==> src/rtl/kmd_pkg.sv <==
// Package: types, constants and keymap tables for the keyboard matrix debouncer.
package kmd_pkg;

    localparam int unsigned KB_ROWS  = 7;
    localparam int unsigned KB_COLS  = 5;
    localparam int unsigned KB_KEYS  = KB_ROWS * KB_COLS;
    localparam int unsigned KEY_IDXW = $clog2(KB_KEYS);

    localparam logic [7:0] KEY_ALT        = 8'h03;
    localparam logic [7:0] KEY_SYM        = 8'h01;
    localparam logic [7:0] KEY_NONE       = 8'h00;
    localparam logic [7:0] DEBOUNCE_RESET = 8'd10;

    typedef logic [KEY_IDXW-1:0] t_key_idx;

    typedef enum logic [1:0] {
        CMD_SAMPLE = 2'd0,
        CMD_READ   = 2'd1,
        CMD_WRITE  = 2'd2,
        CMD_UNUSED = 2'd3
    } t_cmd;

    // One per-key entry of the state memory.
    typedef struct packed {
        logic        raw;
        logic        stable;
        logic [31:0] ctime;
    } t_entry;

    localparam int unsigned ENTRY_W = $bits(t_entry);

    // Keymaps, row major (index = row * KB_COLS + col).
    localparam logic [7:0] BASE_MAP [KB_KEYS] = '{
        8'h51, 8'h45, 8'h52, 8'h55, 8'h4F,
        8'h57, 8'h53, 8'h47, 8'h48, 8'h4C,
        8'h01, 8'h44, 8'h54, 8'h59, 8'h49,
        8'h41, 8'h50, 8'h02, 8'h0D, 8'h08,
        8'h03, 8'h58, 8'h56, 8'h42, 8'h06,
        8'h20, 8'h5A, 8'h43, 8'h4E, 8'h4D,
        8'h04, 8'h05, 8'h46, 8'h4A, 8'h4B
    };

    localparam logic [7:0] ALT_MAP [KB_KEYS] = '{
        8'h23, 8'h32, 8'h33, 8'h5F, 8'h2B,
        8'h31, 8'h34, 8'h2F, 8'h3A, 8'h22,
        8'h01, 8'h35, 8'h28, 8'h29, 8'h2D,
        8'h2A, 8'h40, 8'h02, 8'h0D, 8'h08,
        8'h03, 8'h38, 8'h3F, 8'h21, 8'h24,
        8'h20, 8'h37, 8'h39, 8'h27, 8'h2E,
        8'h30, 8'h05, 8'h36, 8'h3B, 8'h60
    };

    localparam logic [7:0] SYM_MAP [KB_KEYS] = '{
        8'h1B, 8'h5B, 8'h5D, 8'h00, 8'h3D,
        8'h11, 8'h13, 8'h7D, 8'h5E, 8'h00,
        8'h00, 8'h14, 8'h09, 8'h00, 8'h00,
        8'h12, 8'h25, 8'h0A, 8'h0D, 8'h7F,
        8'h08, 8'h3E, 8'h5C, 8'h00, 8'h06,
        8'h20, 8'h3C, 8'h07, 8'h7E, 8'h7C,
        8'h04, 8'h0A, 8'h7B, 8'h00, 8'h00
    };

endpackage

==> src/rtl/kmd_in_if.sv <==
// Interface: input item channel (key sample, host read, host write).
interface kmd_in_if;
    logic        valid;
    logic        ready;
    logic [1:0]  command;
    logic [2:0]  key_row;
    logic [2:0]  key_col;
    logic        pin_level;
    logic [31:0] now_ms;

    modport source (output valid, command, key_row, key_col, pin_level, now_ms,
                    input ready);
    modport sink   (input valid, command, key_row, key_col, pin_level, now_ms,
                    output ready);
endinterface

==> src/rtl/kmd_out_if.sv <==
// Interface: result item channel.
interface kmd_out_if;
    logic       valid;
    logic       ready;
    logic       read_valid;
    logic [7:0] read_data;
    logic       press_event;
    logic [7:0] press_code;
    logic       alt_active;
    logic       sym_active;

    modport source (output valid, read_valid, read_data, press_event, press_code,
                    alt_active, sym_active, input ready);
    modport sink   (input valid, read_valid, read_data, press_event, press_code,
                    alt_active, sym_active, output ready);
endinterface

==> src/rtl/kmd_ram.sv <==
// Generic single-write, single-read RAM with registered read data.
module kmd_ram #(
    parameter int unsigned WIDTH = 8,
    parameter int unsigned DEPTH = 32
) (
    input  logic                     i_clk,
    input  logic                     i_we,
    input  logic [$clog2(DEPTH)-1:0] i_waddr,
    input  logic [WIDTH-1:0]         i_wdata,
    input  logic                     i_re,
    input  logic [$clog2(DEPTH)-1:0] i_raddr,
    output logic [WIDTH-1:0]         o_rdata
);
    logic [WIDTH-1:0] r_mem [DEPTH];
    logic [WIDTH-1:0] r_rdata;

    always_ff @(posedge i_clk) begin
        if (i_we) begin
            r_mem[i_waddr] <= i_wdata;
        end
        if (i_re) begin
            r_rdata <= r_mem[i_raddr];
        end
    end

    assign o_rdata = r_rdata;
endmodule

==> src/rtl/keyboard_matrix_debounce_layers_unit.sv <==
// Top level: 7x5 keyboard matrix debouncer with alt/sym keymap layers.
//
//  channel   dir  handshake         payload
//  i_in      in   valid / ready     command, key_row, key_col, pin_level, now_ms
//  o_out     out  valid / ready     read_valid, read_data, press_event, press_code,
//                                   alt_active, sym_active
//  i_cfg_*   in   write enable      debounce_time_ms (8 bits)
//
//  One item per cycle sustained while results are taken: the accept edge
//  registers the item and launches the state RAM read, and the pipeline
//  advance writes the result register. Result register stalls backpressure
//  the input (ready = result slot empty or being taken). Synchronous active-low
//  reset clears control state and the per-key valid bits; an entry whose valid
//  bit is clear reads as released with time zero, so no clearing pass.
module keyboard_matrix_debounce_layers_unit (
    input  logic       i_clk,
    input  logic       i_rst_n,
    input  logic       i_cfg_we,
    input  logic [7:0] i_cfg_wdata,
    kmd_in_if.sink     i_in,
    kmd_out_if.source  o_out
);
    import kmd_pkg::*;

    // Pipeline advance: result slot free or drained this cycle.
    logic advance;

    // Debounce time register.
    logic [7:0] r_debounce;

    // Stage 1: registered item.
    logic        r_s1_valid;
    t_cmd        r_s1_cmd;
    t_key_idx    r_s1_idx;
    logic        r_s1_inrange;
    logic        r_s1_down;
    logic [31:0] r_s1_now;

    // Held flags and latched keycode.
    logic       r_alt, n_alt;
    logic       r_sym, n_sym;
    logic [7:0] r_latched, n_latched;

    // Per-key valid bits (entry written since reset).
    logic [KB_KEYS-1:0] r_ent_vld;

    // Write forwarding: the RAM read launched at the edge that also writes
    // the same key returns the old word.
    logic     r_fwd_valid;
    t_key_idx r_fwd_idx;
    t_entry   r_fwd_entry;

    // Result register.
    logic       r_out_valid;
    logic       r_out_rv;
    logic [7:0] r_out_rd;
    logic       r_out_pe;
    logic [7:0] r_out_pc;
    logic       r_out_alt;
    logic       r_out_sym;

    // Combinational.
    t_key_idx    in_idx;
    logic        in_inrange;
    logic [ENTRY_W-1:0] ram_q;
    t_entry      ent_cur, ent_new;
    logic        is_sample, is_read, ram_we;
    logic [31:0] age;
    logic        accept_chg, press;
    logic [7:0]  base_code, alt_code, sym_code, press_code;

    assign advance    = !r_out_valid || o_out.ready;
    assign i_in.ready = advance;

    // row * 5 + col
    assign in_idx     = KEY_IDXW'({i_in.key_row, 2'b00}) + KEY_IDXW'(i_in.key_row)
                      + KEY_IDXW'(i_in.key_col);
    assign in_inrange = (i_in.key_row < 3'(KB_ROWS)) && (i_in.key_col < 3'(KB_COLS));

    kmd_ram #(
        .WIDTH (ENTRY_W),
        .DEPTH (KB_KEYS)
    ) u_state_ram (
        .i_clk   (i_clk),
        .i_we    (ram_we),
        .i_waddr (r_s1_idx),
        .i_wdata (ent_new),
        .i_re    (advance),
        .i_raddr (in_idx),
        .o_rdata (ram_q)
    );

    // Current entry: forwarded word, else RAM word, else reset value.
    always_comb begin
        if (r_fwd_valid && (r_fwd_idx == r_s1_idx)) begin
            ent_cur = r_fwd_entry;
        end else if (r_ent_vld[r_s1_idx]) begin
            ent_cur = t_entry'(ram_q);
        end else begin
            ent_cur = '0;
        end
    end

    assign is_sample = r_s1_valid && (r_s1_cmd == CMD_SAMPLE) && r_s1_inrange;
    assign is_read   = r_s1_valid && (r_s1_cmd == CMD_READ);
    assign ram_we    = advance && is_sample;

    assign base_code = BASE_MAP[r_s1_idx];
    assign alt_code  = ALT_MAP[r_s1_idx];
    assign sym_code  = SYM_MAP[r_s1_idx];

    // Debounce: restart the timer on a raw change, accept once stable long enough.
    always_comb begin
        ent_new.raw    = r_s1_down;
        ent_new.ctime  = (r_s1_down != ent_cur.raw) ? r_s1_now : ent_cur.ctime;
        age            = r_s1_now - ent_new.ctime;
        accept_chg     = is_sample && (age >= {24'd0, r_debounce})
                         && (ent_new.raw != ent_cur.stable);
        ent_new.stable = accept_chg ? ent_new.raw : ent_cur.stable;
    end

    // Modifier flags, layer resolution, latch.
    always_comb begin
        n_alt = r_alt;
        n_sym = r_sym;
        if (accept_chg && (base_code == KEY_ALT)) begin
            n_alt = ent_new.raw;
        end else if (accept_chg && (base_code == KEY_SYM)) begin
            n_sym = ent_new.raw;
        end
        press = accept_chg && ent_new.raw;
        if (n_sym && (sym_code != KEY_NONE)) begin
            press_code = sym_code;
        end else if (n_alt) begin
            press_code = alt_code;
        end else begin
            press_code = base_code;
        end
        n_latched = r_latched;
        if (is_read) begin
            n_latched = KEY_NONE;
        end else if (press) begin
            n_latched = press_code;
        end
    end

    // Control state.
    always_ff @(posedge i_clk) begin
        if (!i_rst_n) begin
            r_debounce  <= DEBOUNCE_RESET;
            r_s1_valid  <= 1'b0;
            r_out_valid <= 1'b0;
            r_fwd_valid <= 1'b0;
            r_ent_vld   <= '0;
            r_alt       <= 1'b0;
            r_sym       <= 1'b0;
            r_latched   <= KEY_NONE;
        end else begin
            if (i_cfg_we) begin
                r_debounce <= i_cfg_wdata;
            end
            if (advance) begin
                r_s1_valid  <= i_in.valid;
                r_out_valid <= r_s1_valid;
                r_fwd_valid <= ram_we;
                r_alt       <= n_alt;
                r_sym       <= n_sym;
                r_latched   <= n_latched;
                if (ram_we) begin
                    r_ent_vld[r_s1_idx] <= 1'b1;
                end
            end
        end
    end

    // Payload.
    always_ff @(posedge i_clk) begin
        if (advance) begin
            r_s1_cmd     <= t_cmd'(i_in.command);
            r_s1_idx     <= in_idx;
            r_s1_inrange <= in_inrange;
            r_s1_down    <= !i_in.pin_level;
            r_s1_now     <= i_in.now_ms;
            r_fwd_idx    <= r_s1_idx;
            r_fwd_entry  <= ent_new;
            r_out_rv     <= is_read;
            r_out_rd     <= is_read ? r_latched : KEY_NONE;
            r_out_pe     <= press;
            r_out_pc     <= press ? press_code : KEY_NONE;
            r_out_alt    <= n_alt;
            r_out_sym    <= n_sym;
        end
    end

    assign o_out.valid       = r_out_valid;
    assign o_out.read_valid  = r_out_rv;
    assign o_out.read_data   = r_out_rd;
    assign o_out.press_event = r_out_pe;
    assign o_out.press_code  = r_out_pc;
    assign o_out.alt_active  = r_out_alt;
    assign o_out.sym_active  = r_out_sym;

    // A host read leaves the latch empty.
    a_read_clears: assert property (@(posedge i_clk) disable iff (!i_rst_n)
        (advance && is_read) |=> (r_latched == KEY_NONE))
        else $error("latched code not cleared by host read");

    // Every resolved press has a nonzero keycode.
    a_press_nonzero: assert property (@(posedge i_clk) disable iff (!i_rst_n)
        (o_out.valid && o_out.press_event) |-> (o_out.press_code != KEY_NONE))
        else $error("press with zero keycode");

    // A result is never both a read answer and a press.
    a_rv_pe_excl: assert property (@(posedge i_clk) disable iff (!i_rst_n)
        o_out.valid |-> !(o_out.read_valid && o_out.press_event))
        else $error("read and press in one result");

    // The forwarded word always matches a key that was written.
    a_fwd_written: assert property (@(posedge i_clk) disable iff (!i_rst_n)
        r_fwd_valid |-> r_ent_vld[r_fwd_idx])
        else $error("forwarded entry without valid bit");

endmodule

==> src/flat_wrapper.sv <==
// flat-port wrapper written by rule: the top's interface ports become plain ports
module keyboard_matrix_debounce_layers_unit_flat import kmd_pkg::*;
  (i_clk, i_rst_n, i_cfg_we, i_cfg_wdata, i_in_valid, i_in_command, i_in_key_row, i_in_key_col, i_in_pin_level, i_in_now_ms, i_in_ready, o_out_valid, o_out_read_valid, o_out_read_data, o_out_press_event, o_out_press_code, o_out_alt_active, o_out_sym_active, o_out_ready);
  kmd_in_if i_in_i ();
  kmd_out_if o_out_i ();
  input  logic i_clk;
  input  logic i_rst_n;
  input  logic i_cfg_we;
  input  logic [7:0] i_cfg_wdata;
  input wire logic [$bits(i_in_i.valid)-1:0] i_in_valid;
  input wire logic [$bits(i_in_i.command)-1:0] i_in_command;
  input wire logic [$bits(i_in_i.key_row)-1:0] i_in_key_row;
  input wire logic [$bits(i_in_i.key_col)-1:0] i_in_key_col;
  input wire logic [$bits(i_in_i.pin_level)-1:0] i_in_pin_level;
  input wire logic [$bits(i_in_i.now_ms)-1:0] i_in_now_ms;
  output wire logic [$bits(i_in_i.ready)-1:0] i_in_ready;
  output wire logic [$bits(o_out_i.valid)-1:0] o_out_valid;
  output wire logic [$bits(o_out_i.read_valid)-1:0] o_out_read_valid;
  output wire logic [$bits(o_out_i.read_data)-1:0] o_out_read_data;
  output wire logic [$bits(o_out_i.press_event)-1:0] o_out_press_event;
  output wire logic [$bits(o_out_i.press_code)-1:0] o_out_press_code;
  output wire logic [$bits(o_out_i.alt_active)-1:0] o_out_alt_active;
  output wire logic [$bits(o_out_i.sym_active)-1:0] o_out_sym_active;
  input wire logic [$bits(o_out_i.ready)-1:0] o_out_ready;
  assign i_in_i.valid = i_in_valid;
  assign i_in_i.command = i_in_command;
  assign i_in_i.key_row = i_in_key_row;
  assign i_in_i.key_col = i_in_key_col;
  assign i_in_i.pin_level = i_in_pin_level;
  assign i_in_i.now_ms = i_in_now_ms;
  assign i_in_ready = i_in_i.ready;
  assign o_out_valid = o_out_i.valid;
  assign o_out_read_valid = o_out_i.read_valid;
  assign o_out_read_data = o_out_i.read_data;
  assign o_out_press_event = o_out_i.press_event;
  assign o_out_press_code = o_out_i.press_code;
  assign o_out_alt_active = o_out_i.alt_active;
  assign o_out_sym_active = o_out_i.sym_active;
  assign o_out_i.ready = o_out_ready;
  keyboard_matrix_debounce_layers_unit u_core (.i_clk(i_clk), .i_rst_n(i_rst_n), .i_cfg_we(i_cfg_we), .i_cfg_wdata(i_cfg_wdata), .i_in(i_in_i), .o_out(o_out_i));
endmodule
==> config.mk <==
export PLATFORM = sky130hd
export DESIGN_NAME = keyboard_matrix_debounce_layers_unit_flat
export DESIGN_NICKNAME = d
export VERILOG_FILES = /design/src/rtl/kmd_pkg.sv /design/src/rtl/kmd_in_if.sv /design/src/rtl/kmd_out_if.sv /design/src/rtl/kmd_ram.sv /design/src/rtl/keyboard_matrix_debounce_layers_unit.sv /design/src/flat_wrapper.sv
export SDC_FILE = /design/constraint.sdc
export NUM_CORES = 2
export LEC_CHECK = 0
export CAP_MARGIN = 20
export CORE_ASPECT_RATIO = 1.1
export CORE_MARGIN = 4
export CORE_UTILIZATION = 40
export CTS_BUF_LIST = sky130_fd_sc_hd__clkbuf_4 sky130_fd_sc_hd__clkbuf_8
export CTS_CLUSTER_DIAMETER = 200
export CTS_CLUSTER_SIZE = 12
export DETAILED_ROUTE_END_ITERATION = 8
export DONT_BUFFER_PORTS = 1
export GPL_ROUTABILITY_DRIVEN = 0
export GPL_TIMING_DRIVEN = 0
export MAX_ROUTING_LAYER = met4
export PLACE_DENSITY = 0.51
export SKIP_CTS_REPAIR_TIMING = 1
export SLEW_MARGIN = 15
export SYNTH_ARGS = -nofsm -noshare
export SYNTH_HDL_FRONTEND = slang
export SYNTH_SLANG_ARGS = --single-unit
==> constraint.sdc <==
create_clock -name i_clk -period 21.5 [get_ports i_clk]
set_input_delay 4.3 -clock i_clk [delete_from_list [all_inputs] [get_ports i_clk]]
set_output_delay 4.3 -clock i_clk [all_outputs]
set_load 0.1 [all_outputs]
==> reports/summary.txt <==
Most common cell after layout, fill and taps aside - edfxtp_1
Critical-path top delay cell - a21oi_1
IO Pins - 76
Final nets - 3,364
Port Buf Inserts - 0
Initial antenna violation count - 2
Seq/Total Area, Yosys - 72.41%
WL final - 163.6 mm
Max stage delay on crit path - 0.84 ns
Run status - finished, final reports clean
Fraction of layout cells with a size suffix above 1 - 22.91%
Row Count - 144
Peak VDD IR - 0.06605 mV
Worst EP arrival - 10.20 ns
Post-synth EDFFs - 1,324
Total of max-cap violations - 0
Static Leak - 0.02023 uW
First-pass GRT wire length - 232.9 mm
Number of remaining DRC errors - 0
Antenna Nets Post-Route - 0
Final setup vio count - 0
Slew Limit Headroom - 20.61%
Min cycle time layout - 9.566 ns
Clock sink total - 1,379
Clock root cell - clkbuf_8
Unrepaired setup endpoints after global routing - false
Largest net degree at the start of global routing - 90
Seq cells post-synth - 1,379
Syn avg cell area - 18.79 sq um
Die W - 366.1 um
Gate Count Post-Synth - 3,003
Worst-Margin Slew - 1.183 ns
Starting density of the core - 40.25%
Ys async rst share - 0%
Drt pass-1 iters - 5
Sum Neg Setup Slack - 0 ns
Final period util - 44.49%
Post-Syn Area - 56,430 sq um
Clk slew on worst S/H paths - 0.09 ns
Worst-Skew Late Latency - 0.93 ns
CTS max path bufs - 3
Yosys Warn Count - 0
Die Area - 147,100 sq um
Pwr Density - 90.41 nW/um^2
Avg Vias per Cell - 5.926
Synth unique cells - 92
Iteration-0 DRC count of the detailed router - 2,822
Final Core Density - 45.15%
Core area - 140,200 sq um
Via Count - 30,290
Max-slew violations - 0
CP Launch Type - register
All-Layer GR Usage - 22.84%
Kind of critical path - register to register
Clk_skew - 0.07139 ns
Final hold viol count - 0
CTS tree - built
Nature of the critical path endpoint - register
Die height - 401.9 um
H-tree levels - 4
Area delta synth->final - 12.17%
Hpwl dp - 114.8 mm
WL/cell - 32.01 um
Vias in the first global route - 31,160
Primary FF master, synth - edfxtp_1
Largest fanout on the critical path - 36
Most frequent cells in the layout - edfxtp_1, mux4_2, nand2_1, clkbuf_8, clkbuf_1
Number of CTS-inserted buffers - 132
Maximum clock frequency - 104.5 MHz
Worst path required time - 22.13 ns
Hold Path Class - register to register
GRT overflow - 0
## metal layers
| metal | vias up | share of wire, % | wire [um] | GRT usage (%) |
|---|---|---|---|---|
| met1 | 16250 | 41 | 67860 | 29.82 |
| met2 | 1168 | 50 | 82180 | 37.54 |
| met5 | - | 0 | 0 | - |
| li1 | 12630 | - | - | - |
| met3 | 247 | 5.5 | 8989 | 3.312 |
| met4 | 0 | 2.8 | 4564 | 6.777 |
## report_power, final
group	internal [uW]	total (uW)	switching (uW)
combinational	395	1090	695
sequential	3100	3140	44.2
clock	603	1490	884
## Yosys cell counts (33+ instances only)
cell type | n | area share, %
inv_1 | 69 | 0.46
mux4_2 | 348 | 14
o21ai_0 | 49 | 0.43
a22oi_1 | 33 | 0.44
a211oi_1 | 44 | 0.59
nand2_1 | 196 | 1.3
nor2_1 | 133 | 0.88
a31oi_1 | 43 | 0.48
edfxtp_1 | 1324 | 70
a21oi_1 | 68 | 0.60
dfxtp_1 | 55 | 2.0
mux2i_1 | 53 | 0.94
o21a_1 | 72 | 0.96
ha_1 | 58 | 1.3
clkbuf_1 | 121 | 0.80
## critical path, delay by kind of cell (launching register included)
kind / cells / cell delay, ns
AO/OA/AOI/OAI: 9 / 2.90
XOR/XNOR: 1 / 0.33
adder cells (fa/ha/maj): 3 / 0.82
buffers and inverters: 4 / 1.79
flip-flops: 1 / 0.55
multiplexers: 2 / 0.68
AND/OR/NAND/NOR: 10 / 2.19
## final cells by class
cell class / count / area [sq um]
clock inverter: 15 / 141.4
inverter: 70 / 270.3
sequential: 1379 / 40860
clock buffer: 153 / 1974
antenna: 3 / 7.507
multi-input combinational: 1390 / 14980
tap: 1825 / 2283
fill: 12020 / 76880
buffer: 165 / 694.4
timing repair buffer: 111 / 2083
## metrics by stage
| step | worst slack, ns | instance area [sq um] | power [uW] | hold WS [ns] | cells |
|---|---|---|---|---|---|
| 2_1_floorplan | 9.494 | 56430 | 3859 | 0.4242 | 3004 |
| 3_3_place_gp | 6.156 | 58710 | 4225 | 0.4359 | 4829 |
| 3_5_place_dp | 11.92 | 60720 | 4269 | 0.4408 | 4915 |
| 4_1_cts | 11.89 | 62840 | 5747 | 0.4612 | 5083 |
| 5_1_grt | 11.61 | 63290 | 5960 | 0.4824 | 5109 |
| 6_report | 11.93 | 63290 | 5722 | 0.4621 | 5111 |
## registers in the layout, summed over array words and instances (netlist names), 6 cells and up
signal,count
u_core.r_s1_now,32
u_core.r_ent_vld,35
u_core.r_fwd_idx,6
u_core.o_out.read_data,7
u_core.r_latched,7
u_core.r_debounce,8
u_core.r_s1_idx,6
u_core.u_state_ram.r_mem,1190
u_core.u_state_ram.o_rdata,34
u_core.o_out.press_code,7
u_core.r_fwd_entry,34
## cell families after synthesis
kind of cell / share of synthesized area [%]
and+or+nand+nor: 4.002
buffers and inverters: 1.639
other: 0.006646
adders and majority gates: 1.393
AOI/OAI and AO/OA: 5.269
muxes: 14.92
DFF: 72.41
xor gates and xnor gates: 0.3570
## worst paths after layout
| check | startpoint | end | slack [ns] | cells after the start |
|---|---|---|---|---|
| max | u_core.r_s1_idx[1]$_DFFE_PN_ | u_core.o_out.press_code[5]$_SDFFCE_PN0N_ | 11.93 | 29 |
| min | u_core.r_s1_idx[5]$_DFFE_PN_ | u_core.r_fwd_idx[5]$_DFFE_PN_ | 0.46 | 0 |
| max reg2reg | u_core.r_s1_idx[1]$_DFFE_PN_ | u_core.o_out.press_code[5]$_SDFFCE_PN0N_ | 11.93 | 29 |
| min reg2reg | u_core.r_s1_idx[5]$_DFFE_PN_ | u_core.r_fwd_idx[5]$_DFFE_PN_ | 0.46 | 0 |
Note: power is estimated with default switching activity, not from simulation.
